--- src/rtl/array_priority_queue_defines.svh ---
// Assertion macros used by the queue RTL.
`ifndef ARRAY_PRIORITY_QUEUE_DEFINES_SVH
`define ARRAY_PRIORITY_QUEUE_DEFINES_SVH

// Same-cycle implication, sampled on clk, held off during reset.
`define APQ_ASSERT_NOW(label, ante, cons, msg) \
	label: assert property (@(posedge clk) disable iff (!arst_n) (ante) |-> (cons)) \
		else $error(msg);

// Next-cycle implication, sampled on clk, held off during reset.
`define APQ_ASSERT_NEXT(label, ante, cons, msg) \
	label: assert property (@(posedge clk) disable iff (!arst_n) (ante) |=> (cons)) \
		else $error(msg);

`endif

--- src/rtl/apq_pkg.sv ---
package apq_pkg;

	localparam int PRI_W    = 16;
	localparam int PAY_W    = 32;
	localparam int STATUS_W = 2;

	// Operation codes
	localparam logic OP_INSERT = 1'b0;
	localparam logic OP_REMOVE = 1'b1;

	// Result status codes
	localparam logic [STATUS_W-1:0] ST_OK    = 2'd0;
	localparam logic [STATUS_W-1:0] ST_FULL  = 2'd1;
	localparam logic [STATUS_W-1:0] ST_EMPTY = 2'd2;

	// One stored slot
	typedef struct packed {
		logic [PRI_W-1:0] pri;
		logic [PAY_W-1:0] pay;
	} entry_t;

	// Controller to datapath
	typedef struct packed {
		logic                load_req;
		logic                ins_write;
		logic                scan_start;
		logic                scan_step;
		logic                shift_step;
		logic                set_status;
		logic [STATUS_W-1:0] status_code;
		logic                finish;
	} cmd_t;

	// Datapath to controller
	typedef struct packed {
		logic op_remove;
		logic full;
		logic empty;
		logic scan_last;
		logic shift_done;
		logic out_free;
	} sts_t;

endpackage

--- src/rtl/apq_req_if.sv ---
interface apq_req_if;
	import apq_pkg::*;

	logic                    valid;
	logic                    ready;
	logic                    op;
	logic [PRI_W-1:0]        priority_req;
	logic signed [PAY_W-1:0] payload;

	modport source (output valid, output op, output priority_req, output payload,
		input ready);
	modport sink (input valid, input op, input priority_req, input payload,
		output ready);

endinterface

--- src/rtl/apq_rsp_if.sv ---
interface apq_rsp_if;
	import apq_pkg::*;

	logic                    valid;
	logic                    ready;
	logic [STATUS_W-1:0]     status;
	logic [PRI_W-1:0]        out_priority;
	logic signed [PAY_W-1:0] out_payload;

	modport source (output valid, output status, output out_priority, output out_payload,
		input ready);
	modport sink (input valid, input status, input out_priority, input out_payload,
		output ready);

endinterface

--- src/rtl/apq_ctrl.sv ---
module apq_ctrl (
	input  logic          clk,
	input  logic          arst_n,
	input  logic          in_valid,
	output logic          in_ready,
	input  apq_pkg::sts_t sts,
	output apq_pkg::cmd_t cmd
);
	import apq_pkg::*;

	localparam logic [2:0] S_IDLE   = 3'd0;
	localparam logic [2:0] S_EXEC   = 3'd1;
	localparam logic [2:0] S_SCAN   = 3'd2;
	localparam logic [2:0] S_SHIFT  = 3'd3;
	localparam logic [2:0] S_RESULT = 3'd4;

	logic [2:0] state_q;
	logic [2:0] state_d;

	assign in_ready = (state_q == S_IDLE);

	// Decode state into datapath commands
	always_comb begin
		state_d = state_q;
		cmd     = '0;
		unique case (state_q)
			S_IDLE: begin
				if (in_valid) begin
					cmd.load_req = 1'b1;
					state_d      = S_EXEC;
				end
			end
			S_EXEC: begin
				cmd.set_status = 1'b1;
				if (!sts.op_remove) begin
					if (sts.full) begin
						cmd.status_code = ST_FULL;
					end else begin
						cmd.status_code = ST_OK;
						cmd.ins_write   = 1'b1;
					end
					state_d = S_RESULT;
				end else if (sts.empty) begin
					cmd.status_code = ST_EMPTY;
					state_d         = S_RESULT;
				end else begin
					cmd.status_code = ST_OK;
					cmd.scan_start  = 1'b1;
					state_d         = S_SCAN;
				end
			end
			S_SCAN: begin
				cmd.scan_step = 1'b1;
				if (sts.scan_last) begin
					state_d = S_SHIFT;
				end
			end
			S_SHIFT: begin
				cmd.shift_step = 1'b1;
				if (sts.shift_done) begin
					state_d = S_RESULT;
				end
			end
			S_RESULT: begin
				if (sts.out_free) begin
					cmd.finish = 1'b1;
					state_d    = S_IDLE;
				end
			end
			default: begin
				state_d = S_IDLE;
			end
		endcase
	end

	// Advance state
	always_ff @(posedge clk or negedge arst_n) begin
		if (!arst_n) begin
			state_q <= S_IDLE;
		end else begin
			state_q <= state_d;
		end
	end

endmodule

--- src/rtl/apq_dp.sv ---
module apq_dp #(
	parameter int QUEUE_DEPTH = 8
) (
	input  logic                             clk,
	input  logic                             arst_n,
	input  apq_pkg::cmd_t                    cmd,
	output apq_pkg::sts_t                    sts,
	input  logic                             in_op,
	input  logic [apq_pkg::PRI_W-1:0]        in_priority,
	input  logic signed [apq_pkg::PAY_W-1:0] in_payload,
	input  logic                             out_ready,
	output logic                             out_valid,
	output logic [apq_pkg::STATUS_W-1:0]     out_status,
	output logic [apq_pkg::PRI_W-1:0]        out_priority,
	output logic signed [apq_pkg::PAY_W-1:0] out_payload
);
	import apq_pkg::*;

	localparam int IDX_W = (QUEUE_DEPTH > 1) ? $clog2(QUEUE_DEPTH) : 1;
	localparam int CNT_W = $clog2(QUEUE_DEPTH + 1);
	localparam int SUM_W = IDX_W + 2;

	// Slot position head + offset, wrapped into the ring
	function automatic logic [IDX_W-1:0] wrap_pos(input logic [IDX_W-1:0] base,
		input logic [CNT_W-1:0] offs);
		logic [SUM_W-1:0] sum;
		sum = SUM_W'(base) + SUM_W'(offs);
		if (sum >= SUM_W'(QUEUE_DEPTH)) begin
			sum = sum - SUM_W'(QUEUE_DEPTH);
		end
		return sum[IDX_W-1:0];
	endfunction

	entry_t mem [QUEUE_DEPTH];
	entry_t rd_data_q;

	logic [IDX_W-1:0] head_q;
	logic [CNT_W-1:0] count_q;
	logic [CNT_W-1:0] scan_k_q;
	logic [IDX_W-1:0] shift_k_q;
	logic             wr_pend_q;
	logic [IDX_W-1:0] wr_k_q;
	logic             rsp_valid_q;

	logic                op_q;
	logic [PRI_W-1:0]    pri_q;
	logic [PAY_W-1:0]    pay_q;
	logic [PRI_W-1:0]    best_pri_q;
	logic [PAY_W-1:0]    best_pay_q;
	logic [STATUS_W-1:0] status_q;
	logic [STATUS_W-1:0] rsp_status_q;
	logic [PRI_W-1:0]    rsp_pri_q;
	logic [PAY_W-1:0]    rsp_pay_q;

	logic [IDX_W-1:0] rd_addr;
	logic [IDX_W-1:0] wr_addr;
	entry_t           wr_data;
	logic             wr_en;
	logic             take_best;
	logic             remove_ok;

	// Read one slot a cycle: head on start, next slot while scanning, source while shifting
	always_comb begin
		priority if (cmd.scan_start) begin
			rd_addr = head_q;
		end else if (cmd.shift_step) begin
			rd_addr = wrap_pos(head_q, CNT_W'(shift_k_q - 1'b1));
		end else begin
			rd_addr = wrap_pos(head_q, CNT_W'(scan_k_q + 1'b1));
		end
	end

	// Write the new tail on insert, or the pending shifted entry
	always_comb begin
		wr_en   = cmd.ins_write || wr_pend_q;
		wr_addr = wrap_pos(head_q, CNT_W'(wr_k_q));
		wr_data = rd_data_q;
		if (cmd.ins_write) begin
			wr_addr = wrap_pos(head_q, count_q);
			wr_data = '{pri: pri_q, pay: pay_q};
		end
	end

	always_ff @(posedge clk) begin
		rd_data_q <= mem[rd_addr];
		if (wr_en) begin
			mem[wr_addr] <= wr_data;
		end
	end

	// Keep the first entry, then only a strictly higher priority
	assign take_best = (scan_k_q == '0) || (rd_data_q.pri > best_pri_q);
	assign remove_ok = (op_q == OP_REMOVE) && (status_q == ST_OK);

	// Control counters and pointers
	always_ff @(posedge clk or negedge arst_n) begin
		if (!arst_n) begin
			head_q      <= '0;
			count_q     <= '0;
			scan_k_q    <= '0;
			shift_k_q   <= '0;
			wr_pend_q   <= 1'b0;
			wr_k_q      <= '0;
			rsp_valid_q <= 1'b0;
		end else begin
			if (cmd.scan_start) begin
				scan_k_q  <= '0;
				wr_pend_q <= 1'b0;
			end
			if (cmd.scan_step) begin
				scan_k_q <= scan_k_q + 1'b1;
				if (take_best) begin
					shift_k_q <= scan_k_q[IDX_W-1:0];
				end
			end
			if (cmd.shift_step) begin
				if (shift_k_q != '0) begin
					shift_k_q <= shift_k_q - 1'b1;
					wr_k_q    <= shift_k_q;
					wr_pend_q <= 1'b1;
				end else begin
					wr_pend_q <= 1'b0;
				end
			end
			if (cmd.finish) begin
				if (op_q == OP_INSERT && status_q == ST_OK) begin
					count_q <= count_q + 1'b1;
				end else if (remove_ok) begin
					count_q <= count_q - 1'b1;
					head_q  <= wrap_pos(head_q, CNT_W'(1));
				end
			end
			if (cmd.finish) begin
				rsp_valid_q <= 1'b1;
			end else if (out_ready) begin
				rsp_valid_q <= 1'b0;
			end
		end
	end

	// Request, best candidate and result holding registers
	always_ff @(posedge clk) begin
		if (cmd.load_req) begin
			op_q  <= in_op;
			pri_q <= in_priority;
			pay_q <= in_payload;
		end
		if (cmd.set_status) begin
			status_q <= cmd.status_code;
		end
		if (cmd.scan_step && take_best) begin
			best_pri_q <= rd_data_q.pri;
			best_pay_q <= rd_data_q.pay;
		end
		if (cmd.finish) begin
			rsp_status_q <= status_q;
			rsp_pri_q    <= remove_ok ? best_pri_q : '0;
			rsp_pay_q    <= remove_ok ? best_pay_q : '0;
		end
	end

	assign sts.op_remove  = (op_q == OP_REMOVE);
	assign sts.full       = (count_q == CNT_W'(QUEUE_DEPTH));
	assign sts.empty      = (count_q == '0);
	assign sts.scan_last  = (CNT_W'(scan_k_q + 1'b1) == count_q);
	assign sts.shift_done = (shift_k_q == '0);
	assign sts.out_free   = !rsp_valid_q || out_ready;

	assign out_valid    = rsp_valid_q;
	assign out_status   = rsp_status_q;
	assign out_priority = rsp_pri_q;
	assign out_payload  = rsp_pay_q;

endmodule

--- src/rtl/array_priority_queue.sv ---
// Bounded priority queue of QUEUE_DEPTH entries held in a ring memory in arrival
// order. An insert (op 0) stores priority_req and payload at the tail, or answers
// status 1 when full; a remove (op 1) answers status 2 when empty, otherwise
// returns the oldest entry of highest priority and moves the older entries up to
// close the gap. Exactly one result per request; data fields are zero except on a
// successful remove. One request is worked at a time. A remove goes through the
// single read port of the slot memory, which visits each stored entry once to scan
// and each entry ahead of the chosen one once to shift. A new request is taken
// while the previous result is still held.
`include "array_priority_queue_defines.svh"

module array_priority_queue #(
	parameter int QUEUE_DEPTH = 8
) (
	input  logic clk,
	input  logic arst_n,
	apq_req_if.sink   req,
	apq_rsp_if.source rsp
);
	import apq_pkg::*;

	cmd_t cmd;
	sts_t sts;
	logic in_ready;

	apq_ctrl u_ctrl (
		.clk      (clk),
		.arst_n   (arst_n),
		.in_valid (req.valid),
		.in_ready (in_ready),
		.sts      (sts),
		.cmd      (cmd)
	);

	apq_dp #(
		.QUEUE_DEPTH (QUEUE_DEPTH)
	) u_dp (
		.clk          (clk),
		.arst_n       (arst_n),
		.cmd          (cmd),
		.sts          (sts),
		.in_op        (req.op),
		.in_priority  (req.priority_req),
		.in_payload   (req.payload),
		.out_ready    (rsp.ready),
		.out_valid    (rsp.valid),
		.out_status   (rsp.status),
		.out_priority (rsp.out_priority),
		.out_payload  (rsp.out_payload)
	);

	assign req.ready = in_ready;

	// Checks on the controller and datapath
	`APQ_ASSERT_NEXT(a_one_in_flight, req.valid && req.ready, !req.ready, "second request taken while busy")
	`APQ_ASSERT_NOW(a_finish_free, cmd.finish, sts.out_free, "result loaded over a held result")
	`APQ_ASSERT_NOW(a_no_write_full, cmd.ins_write, !sts.full, "insert written into a full queue")
	`APQ_ASSERT_NEXT(a_finish_valid, cmd.finish, rsp.valid, "finished result not presented")

endmodule

--- src/flat_wrapper.sv ---
// flat-port wrapper written by rule: the top's interface ports become plain ports
module array_priority_queue_flat import apq_pkg::*;
#(
	parameter int QUEUE_DEPTH = 8
)
  (clk, arst_n, req_valid, req_op, req_priority_req, req_payload, req_ready, rsp_valid, rsp_status, rsp_out_priority, rsp_out_payload, rsp_ready);
  apq_req_if req_i ();
  apq_rsp_if rsp_i ();
  input  logic clk;
  input  logic arst_n;
  input wire logic [$bits(req_i.valid)-1:0] req_valid;
  input wire logic [$bits(req_i.op)-1:0] req_op;
  input wire logic [$bits(req_i.priority_req)-1:0] req_priority_req;
  input wire logic [$bits(req_i.payload)-1:0] req_payload;
  output wire logic [$bits(req_i.ready)-1:0] req_ready;
  output wire logic [$bits(rsp_i.valid)-1:0] rsp_valid;
  output wire logic [$bits(rsp_i.status)-1:0] rsp_status;
  output wire logic [$bits(rsp_i.out_priority)-1:0] rsp_out_priority;
  output wire logic [$bits(rsp_i.out_payload)-1:0] rsp_out_payload;
  input wire logic [$bits(rsp_i.ready)-1:0] rsp_ready;
  assign req_i.valid = req_valid;
  assign req_i.op = req_op;
  assign req_i.priority_req = req_priority_req;
  assign req_i.payload = req_payload;
  assign req_ready = req_i.ready;
  assign rsp_valid = rsp_i.valid;
  assign rsp_status = rsp_i.status;
  assign rsp_out_priority = rsp_i.out_priority;
  assign rsp_out_payload = rsp_i.out_payload;
  assign rsp_i.ready = rsp_ready;
  array_priority_queue #(.QUEUE_DEPTH(QUEUE_DEPTH)) u_core (.clk(clk), .arst_n(arst_n), .req(req_i), .rsp(rsp_i));
endmodule
--- config.mk ---
export PLATFORM = sky130hd
export DESIGN_NAME = array_priority_queue_flat
export DESIGN_NICKNAME = d
export VERILOG_FILES = /design/src/rtl/apq_pkg.sv /design/src/rtl/apq_req_if.sv /design/src/rtl/apq_rsp_if.sv /design/src/rtl/apq_ctrl.sv /design/src/rtl/apq_dp.sv /design/src/rtl/array_priority_queue.sv /design/src/flat_wrapper.sv
export VERILOG_INCLUDE_DIRS = /design/src /design/src/rtl
export SDC_FILE = /design/constraint.sdc
export NUM_CORES = 1
export LEC_CHECK = 0
export BUFFER_PORTS_ARGS = -buffer_cell sky130_fd_sc_hd__clkbuf_2
export CORE_UTILIZATION = 54
export DETAILED_ROUTE_END_ITERATION = 8
export PLACE_DENSITY = 0.8
export SLEW_MARGIN = 20
export SYNTH_ARGS = -nofsm -noshare
export SYNTH_HDL_FRONTEND = slang
export SYNTH_SLANG_ARGS = --single-unit
--- constraint.sdc ---
create_clock -name clk -period 8.97 [get_ports clk]
set_input_delay 1.3455 -clock clk [delete_from_list [all_inputs] [get_ports clk]]
set_output_delay 1.3455 -clock clk [all_outputs]
set_load 0.01 [all_outputs]
==> flow_summary.yaml <==
sta:
  timing.final.hold_violations: 0
  fin_crit_sh_pct: 59.2
  relSlewSlack_pct: 24.9
  drv_slew: 0
  fmax_mhz: 188
  tightest_slew_ns: 1.13
  hold_ws_ns: 0.427
  period_minus_slack_ns: 5.31
  rsz0062_at_grt: "false"
  fin_worst_skew_ns: 0.0141
  finalSetupTns_ns: 0
  final-setup-viol-count: 0
clock_tree:
  clock_latency_ns: 0.61
  cts_tree: "yes"
  postCtsSetupBuffers: 0
  clock_sinks: 603
  htree_levels: 2
  cts_resized: 0
  ctsRootBufferMaster: "clkbuf_16"
  cts_made_buffers: 57
  holdBufCountCts: 0
  clkTransAtPathRegs_ns: 0.06
  cts_buffer_depth: 3
layout:
  multi_input_area_um2: 5560
  layout.nets: 1396
  antenna_cells: 0
  regArea_um2: 17500
  area_growth_syn_to_layout_pct: 12.9
  drive_above_1_share_pct: 31.7
  fillers: 2953
  stdcell_area_um2: 26500
  fin_util_pct: 62.4
critical_path:
  crit_path_max_fanout: 55
  max_stage_delay_ns: 0.80
  critPathKind: "reg -> reg"
  critical_path_arrival_ns: 5.54
  cp-start-kind: "flop"
  critPathSlowestCell: "nor3_2"
  crit_required_ns: 9.20
  critPathCaptureType: "flop"
  path_cells: "nand2b_1 -> nor3_1 -> a21boi_4 -> buf_4 -> mux2_2 -> ha_1 -> fa_1 -> xor2_1 -> xor2_1 -> nor3_2 -> buf_4"
yosys:
  synth_nets: 1263
  synth_flop_cell: "edfxtp_1"
  netlist_area_um2: 23400
  synth.avg_cell_area_um2: 19.8
  ys_types: 49
  synth_seq_area_share_pct: 74.7
  synth_seq_cells: 603
  postSynth.asyncResetShare_pct: 3.65
  syn_inst: 1182
  ys_warn_count: 0
  synth_edf_count: 533
pwr:
  max-vdd-ir-drop_mv: 0.496
  leakagePower_nw: 9.19
  intPower_mw: 8.05
  p_per_area_nw_per_um2: 445
  p_clk_share_pct: 20.6
  swShare_pct: 31.7
  p_seq_share_pct: 39.3
  p_switching_mw: 3.73
  p_comb_share_pct: 40.1
routing:
  dr.first_iter.drc_count: 728
  vias_per_cell: 5.54
  firstDrtPassIters: 7
  ant_nets: 0
  wl_mm: 41.6
  vias: 10757
  drc: 0
  wl_per_cell_um: 21.4
floorplanning:
  die_w_um: 210
  rows: 75
  die-area_um2: 44200
  ioPinCount: 105
  die_h_um: 210
  initial_core_util_pct: 55.3
  fp.coreArea_um2: 42400
status:
  status: "finished, final reports clean"
global_route:
  grt_use_total_pct: 19.2
  grt_max_degree: 77
  grt_pass1_wl_mm: 63.8
  antenna_found_initial: 0
  grt_pass1_vias: 11114
  overflow: 0
placement:
  gp_congestion: 0.782
  io_buffers: 104
  dpl.hpwl_mm: 22.8
  place_area_um2: 24500
job:
  maxCapViolCount: 0
hold_path:
  hold_path_class: "reg -> reg"
-- flip-flops by register name (all words and copies together), names as in the netlist --
name                      count
u_core.u_dp.wr_pend_q         1
u_core.u_dp.out_status        2
u_core.u_dp.rd_data_q        48
u_core.u_dp.best_pay_q       32
u_core.u_dp.pri_q            16
u_core.u_dp.head_q            3
u_core.u_dp.out_valid         1
u_core.u_dp.best_pri_q       16
u_core.u_dp.out_payload      32
u_core.u_ctrl.state_q         3
u_core.u_dp.shift_k_q         3
u_core.u_dp.wr_k_q            3
u_core.u_dp.status_q          2
u_core.u_dp.op_q              1
u_core.u_dp.out_priority     16
u_core.u_dp.scan_k_q          4
u_core.u_dp.mem             384
u_core.u_dp.pay_q            32
u_core.u_dp.count_q           4
-- critical path, delay by kind of cell (launching register included) --
family          cells  cell delay (ns)
xor+xnor            2             0.52
fa+ha+maj           2             0.63
mux                 1             0.41
compound gates      1             0.23
flops               1             0.44
simple gates        3             1.28
buf+inv             2             1.38
-- Yosys cell counts, drive strengths merged (2+ instances only) --
cell type,count,area [um^2]
edfxtp,533,16000
mux2,244,2850
and2,49,307
dfxtp,48,961
mux4,48,1080
buf,31,294
inv,26,97.6
ha,25,313
dfrtp,22,551
clkbuf,16,60.1
nand2,16,60.1
nor2,15,56.3
xnor2,13,114
o21ai,12,60.1
a21oi,10,53.8
nand3,10,62.6
nor3,10,50.1
a21o,7,52.6
nor3b,5,42.5
xor2,5,43.8
and3,4,25.0
nand4,4,25.0
fa,3,60.1
mux2i,3,30.0
o211ai,3,22.5
a21boi,2,15.0
nand2b,2,12.5
nor2b,2,12.5
nor4,2,12.5
-- cells by family (layout without fill, tap and decap cells) --
group	count (synthesis)	count (layout)	share of synthesized area [%]
XOR/XNOR	18	18	0.673
multiplexers	295	295	16.9
buffers and inverters	73	255	1.93
AO/OA/AOI/OAI	41	41	1.14
AND/OR/NAND/NOR	124	124	3.01
flip-flops	603	603	74.7
adder cells (fa/ha/maj)	28	28	1.59
-- path summary, 6_finish.rpt --
kind | startpoint | to | slack, ns | cells after the start
setup / recovery | u_core.u_ctrl.state_q[2] | u_core.u_dp.mem[0][2] | 3.66 | 11
hold / removal | u_core.u_dp.rd_data_q[28] | u_core.u_dp.best_pay_q[28] | 0.43 | 0
setup reg to reg | u_core.u_ctrl.state_q[2] | u_core.u_dp.mem[0][2] | 3.66 | 11
hold reg to reg | u_core.u_dp.rd_data_q[28] | u_core.u_dp.best_pay_q[28] | 0.43 | 0
max in group asynchronous | arst_n | u_core.u_dp.wr_k_q[1] | 7.86 | 1
min in group asynchronous | arst_n | u_core.u_dp.scan_k_q[0] | 0.73 | 1
-- metal layers --
layer | vias to the layer above | track usage (%) | wire [um]
li1 | 4870 | - | -
met1 | 5540 | 25.9 | 18000
met2 | 270 | 32.3 | 20800
met3 | 77 | 2.92 | 1780
met4 | 0 | 6.44 | 1000
met5 | - | 0 | 0
-- area by class of cell --
cell class              instances  area share (%)
clock buffers                  65            5.67
clock inverters                43            1.55
inverters                      26           0.369
multi-input cells             506            21.0
flip-flops and latches        603            66.2
well taps                     577            2.73
repair buffers                121            2.45
-- metrics by stage --
stage          setup WS [ns]  cells  total power [mW]
6_report                3.66   1941              11.8
2_1_floorplan           2.12   1182              8.56
4_1_cts                 3.58   1941              11.9
3_3_place_gp            3.80   1833              9.22
5_1_grt                 3.26   1941              12.4
3_5_place_dp            3.59   1833              9.40
-- power groups by stage --
stage | logic, mW | clock network (mW) | registers, mW
floorplan | 3.96 | 0 | 4.59
global placement | 4.58 | 0 | 4.64
detailed placement | 4.73 | 0 | 4.67
CTS | 4.78 | 2.47 | 4.63
global route | 5.09 | 2.58 | 4.69
finish | 4.72 | 2.43 | 4.62
-- cells in the final DEF (no fill, tap or decap), drive strengths merged, types with 3 or more instances in the layout --
cell / count
nor3b: 5
edfxtp: 533
xor2: 5
a21o: 7
ha: 25
clkbuf: 169
and2: 49
buf: 17
and3: 4
clkinv: 27
o21ai: 12
dfxtp: 48
inv: 29
nand2: 16
xnor2: 13
fa: 3
o211ai: 3
mux2i: 3
nand3: 10
mux2: 244
a21oi: 10
clkinvlp: 6
nor3: 10
nand4: 4
nor2: 15
dfrtp: 22
mux4: 48
bufinv: 7
(Power assumes the default switching activity.)
